==> src/design/sm83_cpu_step_partial_assert.svh <==
// Assertion macros used by the controller.
`ifndef SM83_CPU_STEP_PARTIAL_ASSERT_SVH
`define SM83_CPU_STEP_PARTIAL_ASSERT_SVH

// Same-cycle implication, checked at every rising edge outside reset.
`define SM83_ASSERT_IMPL(label, ante, cons, msg) \
   label: assert property (@(posedge clock) disable iff (reset) (ante) |-> (cons)) \
      else $error(msg);

// Next-cycle implication, checked at every rising edge outside reset.
`define SM83_ASSERT_NEXT(label, ante, cons, msg) \
   label: assert property (@(posedge clock) disable iff (reset) (ante) |=> (cons)) \
      else $error(msg);

`endif

==> src/design/sm83_pkg.sv <==
package sm83_pkg;

   // Default memory depth in bytes.
   localparam int MEM_DEPTH_DEF = 65536;

   // Command codes on the request word.
   localparam logic [1:0] CMD_WRITE = 2'd0;
   localparam logic [1:0] CMD_EXEC  = 2'd1;
   localparam logic [1:0] CMD_READ  = 2'd2;
   localparam logic [1:0] CMD_NOP   = 2'd3;

   // Opcode that stores SP at an absolute address with two writes.
   localparam logic [7:0] OP_LD_A16_SP = 8'h08;

   // Register values after reset.
   localparam logic [7:0]  RST_A  = 8'h01;
   localparam logic [3:0]  RST_F  = 4'hB;
   localparam logic [7:0]  RST_B  = 8'h00;
   localparam logic [7:0]  RST_C  = 8'h13;
   localparam logic [7:0]  RST_D  = 8'h00;
   localparam logic [7:0]  RST_E  = 8'hD8;
   localparam logic [7:0]  RST_H  = 8'h01;
   localparam logic [7:0]  RST_L  = 8'h4D;
   localparam logic [15:0] RST_SP = 16'h014D;
   localparam logic [15:0] RST_PC = 16'h0100;

   // Datapath phase commanded by the controller.
   typedef enum logic [3:0] {
      PH_IDLE,
      PH_CMD_WR,
      PH_CMD_RD,
      PH_RD_DONE,
      PH_FETCH_OP,
      PH_FETCH_LO,
      PH_FETCH_HI,
      PH_OPND,
      PH_EXEC,
      PH_WR2
   } phase_type;

   // Controller to datapath commands.
   typedef struct packed {
      logic      take_req;
      phase_type phase;
   } dp_cmd_type;

   // Datapath to controller status.
   typedef struct packed {
      logic two_writes;
   } dp_stat_type;

endpackage

==> src/design/sm83_ctrl.sv <==
`include "sm83_cpu_step_partial_assert.svh"

module sm83_ctrl (
   input  logic                 clock,
   input  logic                 reset,
   input  logic                 req_valid,
   input  logic [1:0]           req_opcode,
   output logic                 req_stall,
   output logic                 rsp_valid,
   input  logic                 rsp_stall,
   output sm83_pkg::dp_cmd_type cmd,
   input  sm83_pkg::dp_stat_type stat
);
   import sm83_pkg::*;

   typedef enum logic [3:0] {
      S_IDLE,
      S_CMD_WR,
      S_CMD_RD,
      S_RD_DONE,
      S_FETCH_OP,
      S_FETCH_LO,
      S_FETCH_HI,
      S_OPND,
      S_EXEC,
      S_WR2,
      S_RESP
   } state_type;

   state_type state_ff, state_in;
   logic      rsp_valid_ff, rsp_valid_in;
   logic      take;

   // A new word is taken only while nothing is in flight.
   assign take      = req_valid && (state_ff == S_IDLE);
   assign req_stall = (state_ff != S_IDLE);
   assign rsp_valid = rsp_valid_ff;

   // Next state and response valid.
   always_comb begin
      state_in     = state_ff;
      rsp_valid_in = rsp_valid_ff;
      unique case (state_ff)
         S_IDLE: begin
            if (req_valid) begin
               unique case (req_opcode)
                  CMD_WRITE: state_in = S_CMD_WR;
                  CMD_EXEC:  state_in = S_FETCH_OP;
                  CMD_READ:  state_in = S_CMD_RD;
                  default: begin
                     state_in     = S_RESP;
                     rsp_valid_in = 1'b1;
                  end
               endcase
            end
         end
         S_CMD_RD:   state_in = S_RD_DONE;
         S_FETCH_OP: state_in = S_FETCH_LO;
         S_FETCH_LO: state_in = S_FETCH_HI;
         S_FETCH_HI: state_in = S_OPND;
         S_OPND:     state_in = S_EXEC;
         S_EXEC: begin
            if (stat.two_writes) begin
               state_in = S_WR2;
            end else begin
               state_in     = S_RESP;
               rsp_valid_in = 1'b1;
            end
         end
         S_CMD_WR, S_RD_DONE, S_WR2: begin
            state_in     = S_RESP;
            rsp_valid_in = 1'b1;
         end
         S_RESP: begin
            if (!rsp_stall) begin
               state_in     = S_IDLE;
               rsp_valid_in = 1'b0;
            end
         end
         default: state_in = S_IDLE;
      endcase
   end

   // State register and registered response valid.
   always_ff @(posedge clock) begin
      if (reset) begin
         state_ff     <= S_IDLE;
         rsp_valid_ff <= 1'b0;
      end else begin
         state_ff     <= state_in;
         rsp_valid_ff <= rsp_valid_in;
      end
   end

   // Phase command to the datapath.
   always_comb begin
      cmd.take_req = take;
      unique case (state_ff)
         S_CMD_WR:   cmd.phase = PH_CMD_WR;
         S_CMD_RD:   cmd.phase = PH_CMD_RD;
         S_RD_DONE:  cmd.phase = PH_RD_DONE;
         S_FETCH_OP: cmd.phase = PH_FETCH_OP;
         S_FETCH_LO: cmd.phase = PH_FETCH_LO;
         S_FETCH_HI: cmd.phase = PH_FETCH_HI;
         S_OPND:     cmd.phase = PH_OPND;
         S_EXEC:     cmd.phase = PH_EXEC;
         S_WR2:      cmd.phase = PH_WR2;
         default:    cmd.phase = PH_IDLE;
      endcase
   end

   `SM83_ASSERT_IMPL(a_rsp_only_in_resp, rsp_valid_ff, state_ff == S_RESP, "response outside RESP")
   `SM83_ASSERT_NEXT(a_wr2_after_exec, state_ff == S_EXEC && stat.two_writes, state_ff == S_WR2, "second store skipped")
   `SM83_ASSERT_NEXT(a_no_same_cycle_rsp, take && req_opcode != CMD_NOP, !rsp_valid_ff, "response too early")
   `SM83_ASSERT_NEXT(a_rsp_done_idle, rsp_valid_ff && !rsp_stall, state_ff == S_IDLE, "no return to idle")

endmodule

==> config.mk <==
export PLATFORM = sky130hd
export DESIGN_NAME = sm83_ctrl
export DESIGN_NICKNAME = d
export VERILOG_FILES = /design/src/design/sm83_pkg.sv /design/src/design/sm83_ctrl.sv
export VERILOG_INCLUDE_DIRS = /design/src /design/src/design
export SDC_FILE = /design/constraint.sdc
export NUM_CORES = 1
export LEC_CHECK = 0
export ABC_AREA = 1
export BUFFER_PORTS_ARGS = -buffer_cell sky130_fd_sc_hd__buf_2
export CORE_MARGIN = 3
export CORE_UTILIZATION = 25
export CTS_BUF_LIST = sky130_fd_sc_hd__clkbuf_4
export DETAILED_ROUTE_END_ITERATION = 8
export PLACE_DENSITY = 0.56
export RECOVER_POWER = 50
export SYNTH_ARGS = -nofsm -noshare
export SYNTH_HDL_FRONTEND = slang
export SYNTH_SLANG_ARGS = --single-unit
==> constraint.sdc <==
create_clock -name clock -period 1.4 [get_ports clock]
set_input_delay 0.14 -clock clock [delete_from_list [all_inputs] [get_ports clock]]
set_output_delay 0.14 -clock clock [all_outputs]
set_load 0.005 [all_outputs]
==> results of run 1 <==
-- flip-flops by register name, indices dropped and copies added, names as in the netlist --
signal and cells:
cmd 4, state_ff 4, rsp_valid 1
-- path summary, 6_finish.rpt --
check | to | slack, ps | depth (start not counted) | startpoint
min | state_ff[0]$_SDFFE_PP0N_ | 110 | 2 | reset
min reg2reg | rsp_valid$_SDFFE_PP0P_ | 450 | 2 | rsp_valid$_SDFFE_PP0P_
max reg2reg | cmd[3]$_SDFF_PP0_ | 110 | 9 | state_ff[0]$_SDFFE_PP0N_
max | cmd[3]$_SDFF_PP0_ | 110 | 9 | state_ff[0]$_SDFFE_PP0N_
-- report_power, final --
| group | leakage (nW) | total, mW | switching (mW) | internal [mW] |
|---|---|---|---|---|
| Sequential | 0.0747 | 0.440 | 0.0840 | 0.357 |
| Combinational | 0.258 | 0.842 | 0.531 | 0.311 |
| Clock | 0.0184 | 0.221 | 0.0919 | 0.129 |
-- metal layers --
layer	vias up	routed length [um]
met5	-	0
met4	0	17
met3	2	96
met2	20	579
met1	227	515
li1	282	-
-- cells in the final DEF, fill, tap and decap left out --
| master | instances |
|---|---|
| sky130_fd_sc_hd__dfxtp_1 | 7 |
| sky130_fd_sc_hd__nand3_1 | 8 |
| sky130_fd_sc_hd__nor2_4 | 2 |
| sky130_fd_sc_hd__a211oi_1 | 4 |
| sky130_fd_sc_hd__nand3b_1 | 1 |
| sky130_fd_sc_hd__a21oi_1 | 1 |
| sky130_fd_sc_hd__nor2_1 | 13 |
| sky130_fd_sc_hd__nor2_2 | 1 |
| sky130_fd_sc_hd__nand2_2 | 3 |
| sky130_fd_sc_hd__inv_4 | 1 |
| sky130_fd_sc_hd__dfxtp_2 | 2 |
| sky130_fd_sc_hd__nand4_1 | 1 |
| sky130_fd_sc_hd__inv_1 | 13 |
| sky130_fd_sc_hd__nand2_1 | 15 |
| sky130_fd_sc_hd__inv_2 | 1 |
| sky130_fd_sc_hd__nand2_4 | 4 |
| sky130_fd_sc_hd__buf_2 | 10 |
| sky130_fd_sc_hd__o21ai_0 | 2 |
| sky130_fd_sc_hd__clkbuf_1 | 3 |
| sky130_fd_sc_hd__clkbuf_4 | 4 |
-- cell families (layout without fill, tap and decap cells) --
| family | count (synthesis) | in the layout |
|---|---|---|
| AND/OR/NAND/NOR | 48 | 48 |
| AO/OA/AOI/OAI | 7 | 7 |
| buffers and inverters | 16 | 32 |
| flip-flops | 9 | 9 |
-- layout make-up --
cell class / count / area [um2]
sequential: 9 / 182.7
fill: 223 / 1339
inverter: 15 / 58.81
tap: 27 / 33.78
timing repair buffer: 13 / 61.31
multi-input combinational: 55 / 296.5
clock buffer: 4 / 30.03
-- stage by stage --
step | utilization (%) | hold slack, ps | setup WS, ps | area [um2] | total power [mW]
after floorplan | - | 218.5 | 283.1 | 543.0 | 1.083
final | 33.13 | 108.5 | 113.2 | 663.1 | 1.504
after detailed placement | 31.69 | 390.7 | 140.5 | 634.4 | 1.289
after global routing | 33.13 | 109.5 | 18.62 | 663.1 | 1.678
after CTS | 33.19 | 103.2 | 117.4 | 664.4 | 1.516
after global placement | 31.69 | 387.1 | 161.6 | 634.4 | 1.285
-- worst register-to-register path: stages (launching register included) --
cell and delay [ps]:
sky130_fd_sc_hd__dfxtp_1 360, sky130_fd_sc_hd__nor2_4 220, sky130_fd_sc_hd__nand2_4 100, sky130_fd_sc_hd__inv_4 70, sky130_fd_sc_hd__nand2_4 70, sky130_fd_sc_hd__nand2_4 100
sky130_fd_sc_hd__inv_2 50, sky130_fd_sc_hd__nand2_2 60, sky130_fd_sc_hd__nand3_1 90, sky130_fd_sc_hd__nor2_1 120
-- repair_timing --
action | in CTS | in global routing
resized for setup | 0 | 2
hold buffers | 0 | 0
setup endpoints to repair | 0 | 5
==> impl_metrics.xml, run 1 <==
<?xml version="1.0" encoding="UTF-8"?>
<metrics>
  <group name="global_routing">
    <metric name="grt_start_max_net_pins" unit="">8</metric>
    <metric name="number_of_antenna_violations_at_the_first_check_in_global_routing" unit="">0</metric>
    <metric name="grt_first_pass_wirelength" unit="um">2159</metric>
    <metric name="global_route.usage.met1" unit="%">12.37</metric>
    <metric name="busiest_layer" unit="">met2</metric>
    <metric name="track_usage" unit="%">11.05</metric>
    <metric name="use_met2" unit="%">17.15</metric>
    <metric name="gr-usage-met3" unit="%">5.128</metric>
    <metric name="number_of_global_route_vias_before_repair" unit="">500</metric>
    <metric name="grt_overflow_total" unit="">0</metric>
  </group>
  <group name="synthesis">
    <metric name="fraction_of_the_mapped_netlist_area_in_simple_logic_gates" unit="%">46.31</metric>
    <metric name="synth_top_cells_by_count" unit="">15 x sky130_fd_sc_hd__nand2_1, 13 x sky130_fd_sc_hd__inv_1, 13 x sky130_fd_sc_hd__nor2_1</metric>
    <metric name="postSynthRegisterBits" unit="">9</metric>
    <metric name="yosysSeqAreaShare" unit="%">33.18</metric>
    <metric name="synth_top_cells_by_area" unit="">sky130_fd_sc_hd__dfxtp_1 33%, sky130_fd_sc_hd__nand2_1 10%, sky130_fd_sc_hd__inv_1 9.0%, sky130_fd_sc_hd__nor2_1 9.0%, sky130_fd_sc_hd__nand2_4 8.3%</metric>
    <metric name="syn_nets" unit="">87</metric>
    <metric name="post-synth-top-count-cell" unit="">sky130_fd_sc_hd__nand2_1</metric>
    <metric name="synth-compound-area-share" unit="%">8.295</metric>
    <metric name="yosysWarnings" unit="">0</metric>
    <metric name="synth_edf_count" unit="">0</metric>
    <metric name="synth.mux.area_fraction" unit="%">0</metric>
    <metric name="synth_top_family_by_area" unit="">simple AND/OR/NAND/NOR gates</metric>
    <metric name="async_reset_ff_share" unit="%">0</metric>
    <metric name="postSynthAreaPerCell" unit="um2">6.788</metric>
    <metric name="synthesis.instances" unit="">80</metric>
    <metric name="yosysTopAreaCellShare" unit="%">33.18</metric>
    <metric name="netlist_area" unit="um2">543.0</metric>
    <metric name="xor_xnor_share_of_the_synthesized_area" unit="%">0</metric>
    <metric name="synth_cell_types" unit="">17</metric>
    <metric name="synth_ff_type" unit="">sky130_fd_sc_hd__dfxtp_1</metric>
    <metric name="synth.largest_area_cell" unit="">sky130_fd_sc_hd__dfxtp_1</metric>
    <metric name="post_synth_fa_ha_maj_area_fraction" unit="%">0</metric>
  </group>
  <group name="pwr">
    <metric name="irDropWorstVdd" unit="V">0.0008115</metric>
    <metric name="power-per-cell-area" unit="mW/mm2">2267</metric>
    <metric name="p_leak" unit="nW">0.3514</metric>
  </group>
  <group name="place">
    <metric name="port-buffer-count" unit="">13</metric>
    <metric name="finalWeightedCongestion" unit="">0.8289</metric>
    <metric name="post-place-cells" unit="">119</metric>
    <metric name="place_hpwl" unit="um">989.5</metric>
  </group>
  <group name="clock_tree">
    <metric name="postCtsSetupBuffers" unit="">0</metric>
    <metric name="numCtsBuffers" unit="">3</metric>
    <metric name="clkTransAtPathRegs" unit="ps">60</metric>
    <metric name="cts_tree" unit="">yes</metric>
    <metric name="cts_max_level" unit="">1</metric>
    <metric name="root_buffer" unit="">sky130_fd_sc_hd__clkbuf_4</metric>
    <metric name="cts-root-to-sink-buffers" unit="">2</metric>
    <metric name="clock_insertion_delay_worst_skew" unit="ps">260</metric>
    <metric name="numClockSinks" unit="">9</metric>
  </group>
  <group name="timing">
    <metric name="timing.final.max_slew_violations" unit="">0</metric>
    <metric name="worst_clock_skew" unit="ps">5.062</metric>
    <metric name="clock.fmax" unit="MHz">777.1</metric>
    <metric name="period_minus_slack" unit="ps">1287</metric>
    <metric name="grt_setup_unrepaired" unit="">no</metric>
    <metric name="max-slew-margin-rel" unit="%">86.80</metric>
    <metric name="hold_violations" unit="">0</metric>
    <metric name="max_slew.worst_pin.slew" unit="ps">197.8</metric>
    <metric name="setup_total_negative_slack" unit="ps">0</metric>
    <metric name="timing.final.setup_violations" unit="">0</metric>
    <metric name="fin_crit_sh" unit="%">91.91</metric>
  </group>
  <group name="setup_path">
    <metric name="worstSetupPathType" unit="">register to register</metric>
    <metric name="timing.critical_path.buf_inv" unit="">2</metric>
    <metric name="crit_chain" unit="">nor2_4, nand2_4, inv_4, nand2_4, nand2_4, inv_2, nand2_2, nand3_1, nor2_1</metric>
    <metric name="crit_path_top_delay_cell" unit="">sky130_fd_sc_hd__dfxtp_1</metric>
    <metric name="critical_path.most_common_cell" unit="">sky130_fd_sc_hd__nand2_4</metric>
    <metric name="critical_path_required" unit="ps">1600</metric>
    <metric name="worst_setup_path_end_kind" unit="">register</metric>
    <metric name="timing.critical_path.from_type" unit="">register</metric>
    <metric name="delay_of_the_slowest_cell_on_the_worst_path" unit="ps">360</metric>
    <metric name="crit_path_max_fanout" unit="">7</metric>
    <metric name="timing.critical_path.arrival" unit="ps">1490</metric>
    <metric name="critical-path-top-delay-family" unit="">simple AND/OR/NAND/NOR gates</metric>
  </group>
  <group name="layout">
    <metric name="antenna_cells" unit="">0</metric>
    <metric name="area_growth" unit="%">22.12</metric>
    <metric name="drive_above_1_share" unit="%">29.17</metric>
    <metric name="fin_cells" unit="">123</metric>
    <metric name="finish.net_count" unit="">104</metric>
  </group>
  <group name="die">
    <metric name="io-pin-count" unit="">14</metric>
    <metric name="core_region_area" unit="mm2">0.002002</metric>
    <metric name="floorplan.die_area" unit="mm2">0.002767</metric>
    <metric name="std_cell_rows" unit="">16</metric>
    <metric name="floorplan.die.height" unit="um">52.61</metric>
    <metric name="initial_utilization" unit="%">27.13</metric>
    <metric name="die_w" unit="um">52.61</metric>
  </group>
  <group name="routing">
    <metric name="routed-via-count" unit="">531</metric>
    <metric name="routedWlPerCell" unit="um">9.821</metric>
    <metric name="detailedRoute.firstPassIterationCount" unit="">4</metric>
    <metric name="final_antenna_net_count" unit="">0</metric>
    <metric name="drc_errors" unit="">0</metric>
    <metric name="vias_per_cell" unit="">4.317</metric>
    <metric name="routed_wirelength" unit="um">1208</metric>
    <metric name="drtIter0Drc" unit="">17</metric>
  </group>
  <group name="outcome">
    <metric name="run_status" unit="">completed</metric>
  </group>
  <group name="flow_run">
    <metric name="max_cap_violations" unit="">0</metric>
  </group>
  <group name="min_path">
    <metric name="worst_min_delay_path_class" unit="">input pin to register</metric>
  </group>
</metrics>
(Power assumes the default switching activity.)
==> run 2, diff against run 1 <==
--- a/config.mk
+++ b/config.mk
@@ -8,11 +8,13 @@
 export LEC_CHECK = 0
 export ABC_AREA = 1
 export BUFFER_PORTS_ARGS = -buffer_cell sky130_fd_sc_hd__buf_2
+export CELL_PAD_IN_SITES_DETAIL_PLACEMENT = 1
+export CELL_PAD_IN_SITES_GLOBAL_PLACEMENT = 1
 export CORE_MARGIN = 3
 export CORE_UTILIZATION = 25
 export CTS_BUF_LIST = sky130_fd_sc_hd__clkbuf_4
 export DETAILED_ROUTE_END_ITERATION = 8
-export PLACE_DENSITY = 0.56
+export PLACE_DENSITY = 0.7
 export RECOVER_POWER = 50
 export SYNTH_ARGS = -nofsm -noshare
 export SYNTH_HDL_FRONTEND = slang
==> run 2 against run 1 <==
Worst hold slack got worse by 20 ps. Setup slack improved by 11 ps. Clock skew about the same. Combinational power about the same. Highest routed layer unchanged.
==> impl_metrics.xml, run 2 (synthesized netlist as in run 1, its figures left out) <==
<?xml version="1.0" encoding="UTF-8"?>
<metrics>
  <group name="pwr">
    <metric name="p_comb_share" unit="%">55.6</metric>
    <metric name="power.share.sequential" unit="%">29.0</metric>
    <metric name="power_switching_share" unit="%">47.66</metric>
    <metric name="power.total" unit="mW">1.516</metric>
    <metric name="p_int" unit="mW">0.7933</metric>
    <metric name="power-per-cell-area" unit="mW/mm2">2290</metric>
    <metric name="p_leak" unit="nW">0.3510</metric>
    <metric name="total_switching_power" unit="mW">0.7224</metric>
    <metric name="irDropWorstVdd" unit="V">0.0006908</metric>
    <metric name="clock_power_share" unit="%">15.3</metric>
  </group>
  <group name="min_path">
    <metric name="worst_min_delay_path_class" unit="">input pin to register</metric>
  </group>
  <group name="clock_tree">
    <metric name="cts_hold_buf" unit="">0</metric>
    <metric name="clock_insertion_delay_worst_skew" unit="ps">270</metric>
    <metric name="root_buffer" unit="">sky130_fd_sc_hd__clkbuf_4</metric>
    <metric name="cts_max_level" unit="">1</metric>
    <metric name="cts_tree" unit="">yes</metric>
    <metric name="postCtsSetupBuffers" unit="">0</metric>
    <metric name="numCtsBuffers" unit="">3</metric>
    <metric name="ctsResizeCount" unit="">0</metric>
    <metric name="cts-root-to-sink-buffers" unit="">2</metric>
    <metric name="clkTransAtPathRegs" unit="ps">70</metric>
    <metric name="numClockSinks" unit="">9</metric>
  </group>
  <group name="timing">
    <metric name="timing.final.setup_violations" unit="">0</metric>
    <metric name="period_minus_slack" unit="ps">1275</metric>
    <metric name="max_slew.worst_pin.slew" unit="ps">256.5</metric>
    <metric name="worst_clock_skew" unit="ps">5.415</metric>
    <metric name="clock.fmax" unit="MHz">784.1</metric>
    <metric name="grt_setup_unrepaired" unit="">no</metric>
    <metric name="max-slew-margin-rel" unit="%">82.88</metric>
    <metric name="hold_violations" unit="">0</metric>
    <metric name="timing.final.max_slew_violations" unit="">0</metric>
    <metric name="setup_total_negative_slack" unit="ps">0</metric>
    <metric name="fin_crit_sh" unit="%">91.09</metric>
  </group>
  <group name="layout">
    <metric name="final_common_cell" unit="">sky130_fd_sc_hd__nand2_1</metric>
    <metric name="area_growth" unit="%">21.89</metric>
    <metric name="most_frequent_cells_in_the_layout" unit="">15 x sky130_fd_sc_hd__nand2_1, 13 x sky130_fd_sc_hd__nor2_1, 13 x sky130_fd_sc_hd__inv_1, 10 x sky130_fd_sc_hd__buf_2</metric>
    <metric name="antenna_cells" unit="">0</metric>
    <metric name="drive_above_1_share" unit="%">28.13</metric>
    <metric name="finish.net_count" unit="">104</metric>
  </group>
  <group name="die">
    <metric name="floorplan.die.height" unit="um">52.61</metric>
    <metric name="initial_utilization" unit="%">27.13</metric>
    <metric name="io-pin-count" unit="">14</metric>
    <metric name="std_cell_rows" unit="">16</metric>
    <metric name="die_w" unit="um">52.61</metric>
    <metric name="floorplan.die_area" unit="mm2">0.002767</metric>
    <metric name="core_region_area" unit="mm2">0.002002</metric>
  </group>
  <group name="routing">
    <metric name="vias_per_cell" unit="">4.252</metric>
    <metric name="routed-via-count" unit="">523</metric>
    <metric name="drc_errors" unit="">0</metric>
    <metric name="drtIter0Drc" unit="">1</metric>
    <metric name="routedWlPerCell" unit="um">10.71</metric>
    <metric name="final_antenna_net_count" unit="">0</metric>
    <metric name="routed_wirelength" unit="um">1317</metric>
    <metric name="detailedRoute.firstPassIterationCount" unit="">4</metric>
  </group>
  <group name="setup_path">
    <metric name="timing.critical_path.buf_inv" unit="">2</metric>
    <metric name="critical-path-top-delay-family" unit="">simple AND/OR/NAND/NOR gates</metric>
    <metric name="crit_path_top_delay_cell" unit="">sky130_fd_sc_hd__dfxtp_1</metric>
    <metric name="crit_path_max_fanout" unit="">7</metric>
    <metric name="timing.critical_path.arrival" unit="ps">1480</metric>
    <metric name="worst_setup_path_end_kind" unit="">register</metric>
    <metric name="timing.critical_path.from_type" unit="">register</metric>
    <metric name="critical_path_required" unit="ps">1600</metric>
    <metric name="worstSetupPathType" unit="">register to register</metric>
    <metric name="crit_chain" unit="">inv_1, nand2_2, nor2_4, nand2_4, nand2_4, inv_2, nand2_2, nand3_1, nor2_1</metric>
    <metric name="delay_of_the_slowest_cell_on_the_worst_path" unit="ps">350</metric>
  </group>
  <group name="outcome">
    <metric name="run_status" unit="">completed</metric>
  </group>
  <group name="global_routing">
    <metric name="grt_first_pass_wirelength" unit="um">2145</metric>
    <metric name="track_usage" unit="%">10.98</metric>
    <metric name="grt_start_max_net_pins" unit="">8</metric>
    <metric name="number_of_global_route_vias_before_repair" unit="">495</metric>
    <metric name="number_of_antenna_violations_at_the_first_check_in_global_routing" unit="">0</metric>
    <metric name="grt_overflow_total" unit="">0</metric>
  </group>
  <group name="place">
    <metric name="port-buffer-count" unit="">13</metric>
    <metric name="place_hpwl" unit="um">1108</metric>
    <metric name="finalWeightedCongestion" unit="">0.8039</metric>
  </group>
  <group name="flow_run">
    <metric name="max_cap_violations" unit="">0</metric>
  </group>
</metrics>
-- run 2: worst reg2reg max path: stages (launching register included) --
cell	delay [ps]
sky130_fd_sc_hd__dfxtp_1	350
sky130_fd_sc_hd__inv_1	120
sky130_fd_sc_hd__nand2_2	80
sky130_fd_sc_hd__nor2_4	160
sky130_fd_sc_hd__nand2_4	80
sky130_fd_sc_hd__nand2_4	110
sky130_fd_sc_hd__inv_2	50
sky130_fd_sc_hd__nand2_2	60
sky130_fd_sc_hd__nand3_1	90
sky130_fd_sc_hd__nor2_1	110
-- run 2: routing by layer --
layer / up-vias / GRT usage, % / share of wire [%]
met2: 9 / 17.36 / 48
met4: 0 / 7.660 / 2.7
li1: 280 / - / -
met1: 229 / 12.86 / 47
met3: 5 / 2.564 / 2.8
met5: - / 0 / 0
-- run 2: power groups by stage --
stage | Clock (mW) | Sequential, mW | Combinational, mW
final | 0.232 | 0.440 | 0.843
after global routing | 0.253 | 0.456 | 0.971
after CTS | 0.241 | 0.438 | 0.867
after detailed placement | 0 | 0.441 | 0.861
after global placement | 0 | 0.436 | 0.856
after floorplan | 0 | 0.433 | 0.650
-- run 2: cell type report --
cell class                      count  area [um2]
Fill cell                         276        1340
Multi-Input combinational cell     55       296.5
Sequential cell                     9       181.4
Timing Repair Buffer               13       61.31
Inverter                           15       58.81
Tap cell                           27       33.78
Clock buffer                        4       30.03
-- run 2: per-stage QoR --
| stage | instance area, um2 | hold WS (ps) | setup WS [ps] | instances | util [%] |
|---|---|---|---|---|---|
| after global routing | 661.9 | 93.35 | 2.736 | 123 | 33.06 |
| after global placement | 634.4 | 381.5 | 140.9 | 119 | 31.69 |
| after floorplan | 543.0 | 218.5 | 283.1 | 80 | - |
| after CTS | 664.4 | 81.00 | 106.2 | 123 | 33.19 |
| final | 661.9 | 88.55 | 124.7 | 123 | 33.06 |
| after detailed placement | 634.4 | 377.3 | 122.5 | 119 | 31.69 |
-- run 2: final timing paths --
path                            startpoint                  endpoint  slack (ps)  cells after the start
setup / recovery  state_ff[2]$_SDFFE_PP0N_         cmd[3]$_SDFF_PP0_         120                      9
hold / removal                       reset  state_ff[0]$_SDFFE_PP0N_          90                      2
setup reg to reg  state_ff[2]$_SDFFE_PP0N_         cmd[3]$_SDFF_PP0_         120                      9
hold reg to reg     rsp_valid$_SDFFE_PP0P_    rsp_valid$_SDFFE_PP0P_         460                      2
==> run 3, diff against run 2 <==
--- a/config.mk
+++ b/config.mk
@@ -6,15 +6,14 @@
 export SDC_FILE = /design/constraint.sdc
 export NUM_CORES = 1
 export LEC_CHECK = 0
-export ABC_AREA = 1
-export BUFFER_PORTS_ARGS = -buffer_cell sky130_fd_sc_hd__buf_2
 export CELL_PAD_IN_SITES_DETAIL_PLACEMENT = 1
 export CELL_PAD_IN_SITES_GLOBAL_PLACEMENT = 1
-export CORE_MARGIN = 3
+export CORE_MARGIN = 2
 export CORE_UTILIZATION = 25
 export CTS_BUF_LIST = sky130_fd_sc_hd__clkbuf_4
 export DETAILED_ROUTE_END_ITERATION = 8
-export PLACE_DENSITY = 0.7
+export DONT_BUFFER_PORTS = 1
+export PLACE_DENSITY = 0.6
 export RECOVER_POWER = 50
 export SYNTH_ARGS = -nofsm -noshare
 export SYNTH_HDL_FRONTEND = slang
==> run 3 against run 2 <==
Clock-buffer cell count unchanged. Sequential power is 17% higher. Routed wire length is 7.1% lower. Register-to-register slack got worse by 30 ps. First-iteration DRC count unchanged. Final area is 15% lower. Critical endpoint unchanged.
==> impl_metrics.xml, run 3 <==
<?xml version="1.0" encoding="UTF-8"?>
<metrics>
  <group name="flow_run">
    <metric name="max_cap_violations" unit="">0</metric>
  </group>
  <group name="min_path">
    <metric name="worst_min_delay_path_class" unit="">input pin to register</metric>
  </group>
  <group name="layout">
    <metric name="area_growth" unit="%">15.98</metric>
    <metric name="most_frequent_cells_in_the_layout" unit="">5 x sky130_fd_sc_hd__nor3_1, 5 x sky130_fd_sc_hd__dfxtp_1</metric>
    <metric name="antenna_cells" unit="">0</metric>
    <metric name="finish.utilization" unit="%">31.58</metric>
    <metric name="fill_cells" unit="">210</metric>
    <metric name="finish.net_count" unit="">71</metric>
    <metric name="drive_above_1_share" unit="%">20.63</metric>
  </group>
  <group name="synthesis">
    <metric name="netlist_area" unit="um2">485.5</metric>
    <metric name="synth_ff_type" unit="">sky130_fd_sc_hd__dfxtp_1</metric>
    <metric name="synthesis.instances" unit="">59</metric>
    <metric name="synth_edf_count" unit="">0</metric>
    <metric name="yosysTopAreaCellShare" unit="%">37.11</metric>
    <metric name="synth_top_cells_by_area" unit="">sky130_fd_sc_hd__dfxtp_1 37%, sky130_fd_sc_hd__nor3_1 5.2%, sky130_fd_sc_hd__buf_4 4.6%, sky130_fd_sc_hd__a21oi_1 4.1%, sky130_fd_sc_hd__o21ai_0 4.1%</metric>
    <metric name="synth.largest_area_cell" unit="">sky130_fd_sc_hd__dfxtp_1</metric>
    <metric name="post-synth-top-count-cell" unit="">sky130_fd_sc_hd__dfxtp_1</metric>
    <metric name="yosysWarnings" unit="">0</metric>
    <metric name="synth_top_cells_by_count" unit="">9 x sky130_fd_sc_hd__dfxtp_1, 5 x sky130_fd_sc_hd__nor3_1, 4 x sky130_fd_sc_hd__a21oi_1, 4 x sky130_fd_sc_hd__o21ai_0</metric>
    <metric name="synth_cell_types" unit="">28</metric>
    <metric name="async_reset_ff_share" unit="%">0</metric>
    <metric name="syn_nets" unit="">66</metric>
    <metric name="postSynthRegisterBits" unit="">9</metric>
    <metric name="yosysSeqAreaShare" unit="%">37.11</metric>
    <metric name="postSynthAreaPerCell" unit="um2">8.228</metric>
  </group>
  <group name="clock_tree">
    <metric name="cts_tree" unit="">yes</metric>
    <metric name="numCtsBuffers" unit="">3</metric>
    <metric name="cts-root-to-sink-buffers" unit="">2</metric>
    <metric name="numClockSinks" unit="">9</metric>
    <metric name="clkTransAtPathRegs" unit="ps">60</metric>
    <metric name="root_buffer" unit="">sky130_fd_sc_hd__clkbuf_4</metric>
    <metric name="cts_max_level" unit="">1</metric>
    <metric name="clock_insertion_delay_worst_skew" unit="ps">260</metric>
  </group>
  <group name="die">
    <metric name="core_region_area" unit="mm2">0.001783</metric>
    <metric name="floorplan.die_area" unit="mm2">0.002310</metric>
    <metric name="std_cell_rows" unit="">15</metric>
    <metric name="floorplan.die.height" unit="um">48.07</metric>
    <metric name="die_w" unit="um">48.07</metric>
    <metric name="initial_utilization" unit="%">27.23</metric>
    <metric name="io-pin-count" unit="">14</metric>
  </group>
  <group name="place">
    <metric name="place_hpwl" unit="um">897.4</metric>
    <metric name="port-buffer-count" unit="">0</metric>
    <metric name="finalWeightedCongestion" unit="">0.7271</metric>
  </group>
  <group name="setup_path">
    <metric name="worstSetupPathType" unit="">register to register</metric>
    <metric name="crit_chain" unit="">nand2_1, buf_4, nand3_1, a221o_1, and4b_1</metric>
    <metric name="crit_path_max_fanout" unit="">11</metric>
    <metric name="timing.critical_path.buf_inv" unit="">1</metric>
    <metric name="critical_path_required" unit="ps">1550</metric>
    <metric name="worst_setup_path_end_kind" unit="">register</metric>
    <metric name="delay_of_the_slowest_cell_on_the_worst_path" unit="ps">370</metric>
    <metric name="critical-path-top-delay-family" unit="">flip-flops</metric>
    <metric name="timing.critical_path.arrival" unit="ps">1460</metric>
    <metric name="crit_path_top_delay_cell" unit="">sky130_fd_sc_hd__dfxtp_2</metric>
    <metric name="timing.critical_path.from_type" unit="">register</metric>
  </group>
  <group name="routing">
    <metric name="routed-via-count" unit="">454</metric>
    <metric name="routedWlPerCell" unit="um">13.91</metric>
    <metric name="vias_per_cell" unit="">5.159</metric>
    <metric name="drc_errors" unit="">0</metric>
    <metric name="drtIter0Drc" unit="">1</metric>
    <metric name="detailedRoute.firstPassIterationCount" unit="">2</metric>
    <metric name="routed_wirelength" unit="um">1224</metric>
    <metric name="final_antenna_net_count" unit="">0</metric>
  </group>
  <group name="timing">
    <metric name="timing.final.setup_violations" unit="">0</metric>
    <metric name="timing.final.max_slew_violations" unit="">0</metric>
    <metric name="max_slew.worst_pin.slew" unit="ps">337.4</metric>
    <metric name="hold_violations" unit="">0</metric>
    <metric name="worst_clock_skew" unit="ps">3.503</metric>
    <metric name="period_minus_slack" unit="ps">1310</metric>
    <metric name="holdWs" unit="ps">66.09</metric>
    <metric name="grt_setup_unrepaired" unit="">no</metric>
    <metric name="max-slew-margin-rel" unit="%">77.43</metric>
    <metric name="fin_crit_sh" unit="%">93.56</metric>
    <metric name="clock.fmax" unit="MHz">763.5</metric>
  </group>
  <group name="global_routing">
    <metric name="number_of_antenna_violations_at_the_first_check_in_global_routing" unit="">0</metric>
    <metric name="track_usage" unit="%">12.56</metric>
    <metric name="grt_start_max_net_pins" unit="">12</metric>
    <metric name="number_of_global_route_vias_before_repair" unit="">435</metric>
    <metric name="grt_overflow_total" unit="">0</metric>
    <metric name="grt_first_pass_wirelength" unit="um">1904</metric>
  </group>
  <group name="outcome">
    <metric name="run_status" unit="">completed</metric>
  </group>
  <group name="pwr">
    <metric name="power-per-cell-area" unit="mW/mm2">2273</metric>
    <metric name="p_leak" unit="nW">0.2220</metric>
    <metric name="irDropWorstVdd" unit="V">0.0006262</metric>
  </group>
</metrics>
## run 3: changes by cell type in the layout (fill, tap and decap cells not counted), moves of 3 or more
cell and delta:
sky130_fd_sc_hd__nand2_1 -12, sky130_fd_sc_hd__inv_1 -11, sky130_fd_sc_hd__buf_2 -10, sky130_fd_sc_hd__nor2_1 -10
sky130_fd_sc_hd__nand3_1 -5, sky130_fd_sc_hd__nor3_1 +5, sky130_fd_sc_hd__buf_4 +4, sky130_fd_sc_hd__nand2_4 -4
sky130_fd_sc_hd__a21oi_1 +3, sky130_fd_sc_hd__clkbuf_1 -3, sky130_fd_sc_hd__dfxtp_1 -3, sky130_fd_sc_hd__nand2_2 -3
## run 3: cells by family after synthesis
kind of cell	synth area share (%)
buffers and inverters	7.988
and+or+nand+nor	29.38
DFF	37.11
AOI/OAI and AO/OA	25.52
## run 3: layer usage
metal	part of all wire [%]	GRT usage [%]	vias to the layer above
met5	0	0	-
met3	6.8	3.774	4
met4	3.3	11.35	0
met2	38	17.60	15
met1	51	15.14	208
li1	-	-	227
## run 3: final cells by class
cell class | instances | area (um2) | share of cell area [%]
timing repair buffer | 5 | 40.04 | 7.111
inverter | 2 | 7.507 | 1.333
clock buffer | 4 | 30.03 | 5.333
tap | 25 | 31.28 | 5.556
sequential | 9 | 187.7 | 33.33
multi-input combinational | 43 | 266.5 | 47.33
## run 3: through the flow
step / area [um2] / worst slack [ps] / power (mW) / TNS, ps / std cells
floorplan: 485.5 / 180.3 / 0.9170 / 0 / 59
global placement: 515.5 / -2.219 / 1.024 / -2.219 / 83
detailed placement: 515.5 / -13.90 / 1.031 / -13.90 / 83
CTS: 556.8 / 26.74 / 1.264 / 0 / 88
global route: 563.0 / 20.44 / 1.383 / 0 / 88
finish: 563.0 / 90.16 / 1.280 / 0 / 88
## run 3: worst paths after layout
path                                 start                endpoint  slack (ps)  cells past startpoint
setup / recovery  state_ff[3]$_SDFFE_PP0N_       cmd[3]$_SDFF_PP0_          90                      5
hold reg to reg     rsp_valid$_SDFFE_PP0P_  rsp_valid$_SDFFE_PP0P_         520                      2
hold / removal                   rsp_stall  rsp_valid$_SDFFE_PP0P_          70                      2
setup reg to reg  state_ff[3]$_SDFFE_PP0N_       cmd[3]$_SDFF_PP0_          90                      5
## run 3: what timing repair did
item	in CTS	in global routing
gates resized for setup	1	4
pin swaps	0	0
buffers inserted	0	0
hold buffers	1	0
endpoints found under the setup margin	1	5
hold endpoints to repair	8	0
## run 3: power breakdown
part	leakage (nW)	internal, mW	total, mW	switching, mW
Clock	0.0184	0.129	0.220	0.0906
Sequential	0.0759	0.372	0.516	0.143
Combinational	0.128	0.264	0.544	0.280
Total	0.222	0.766	1.28	0.514
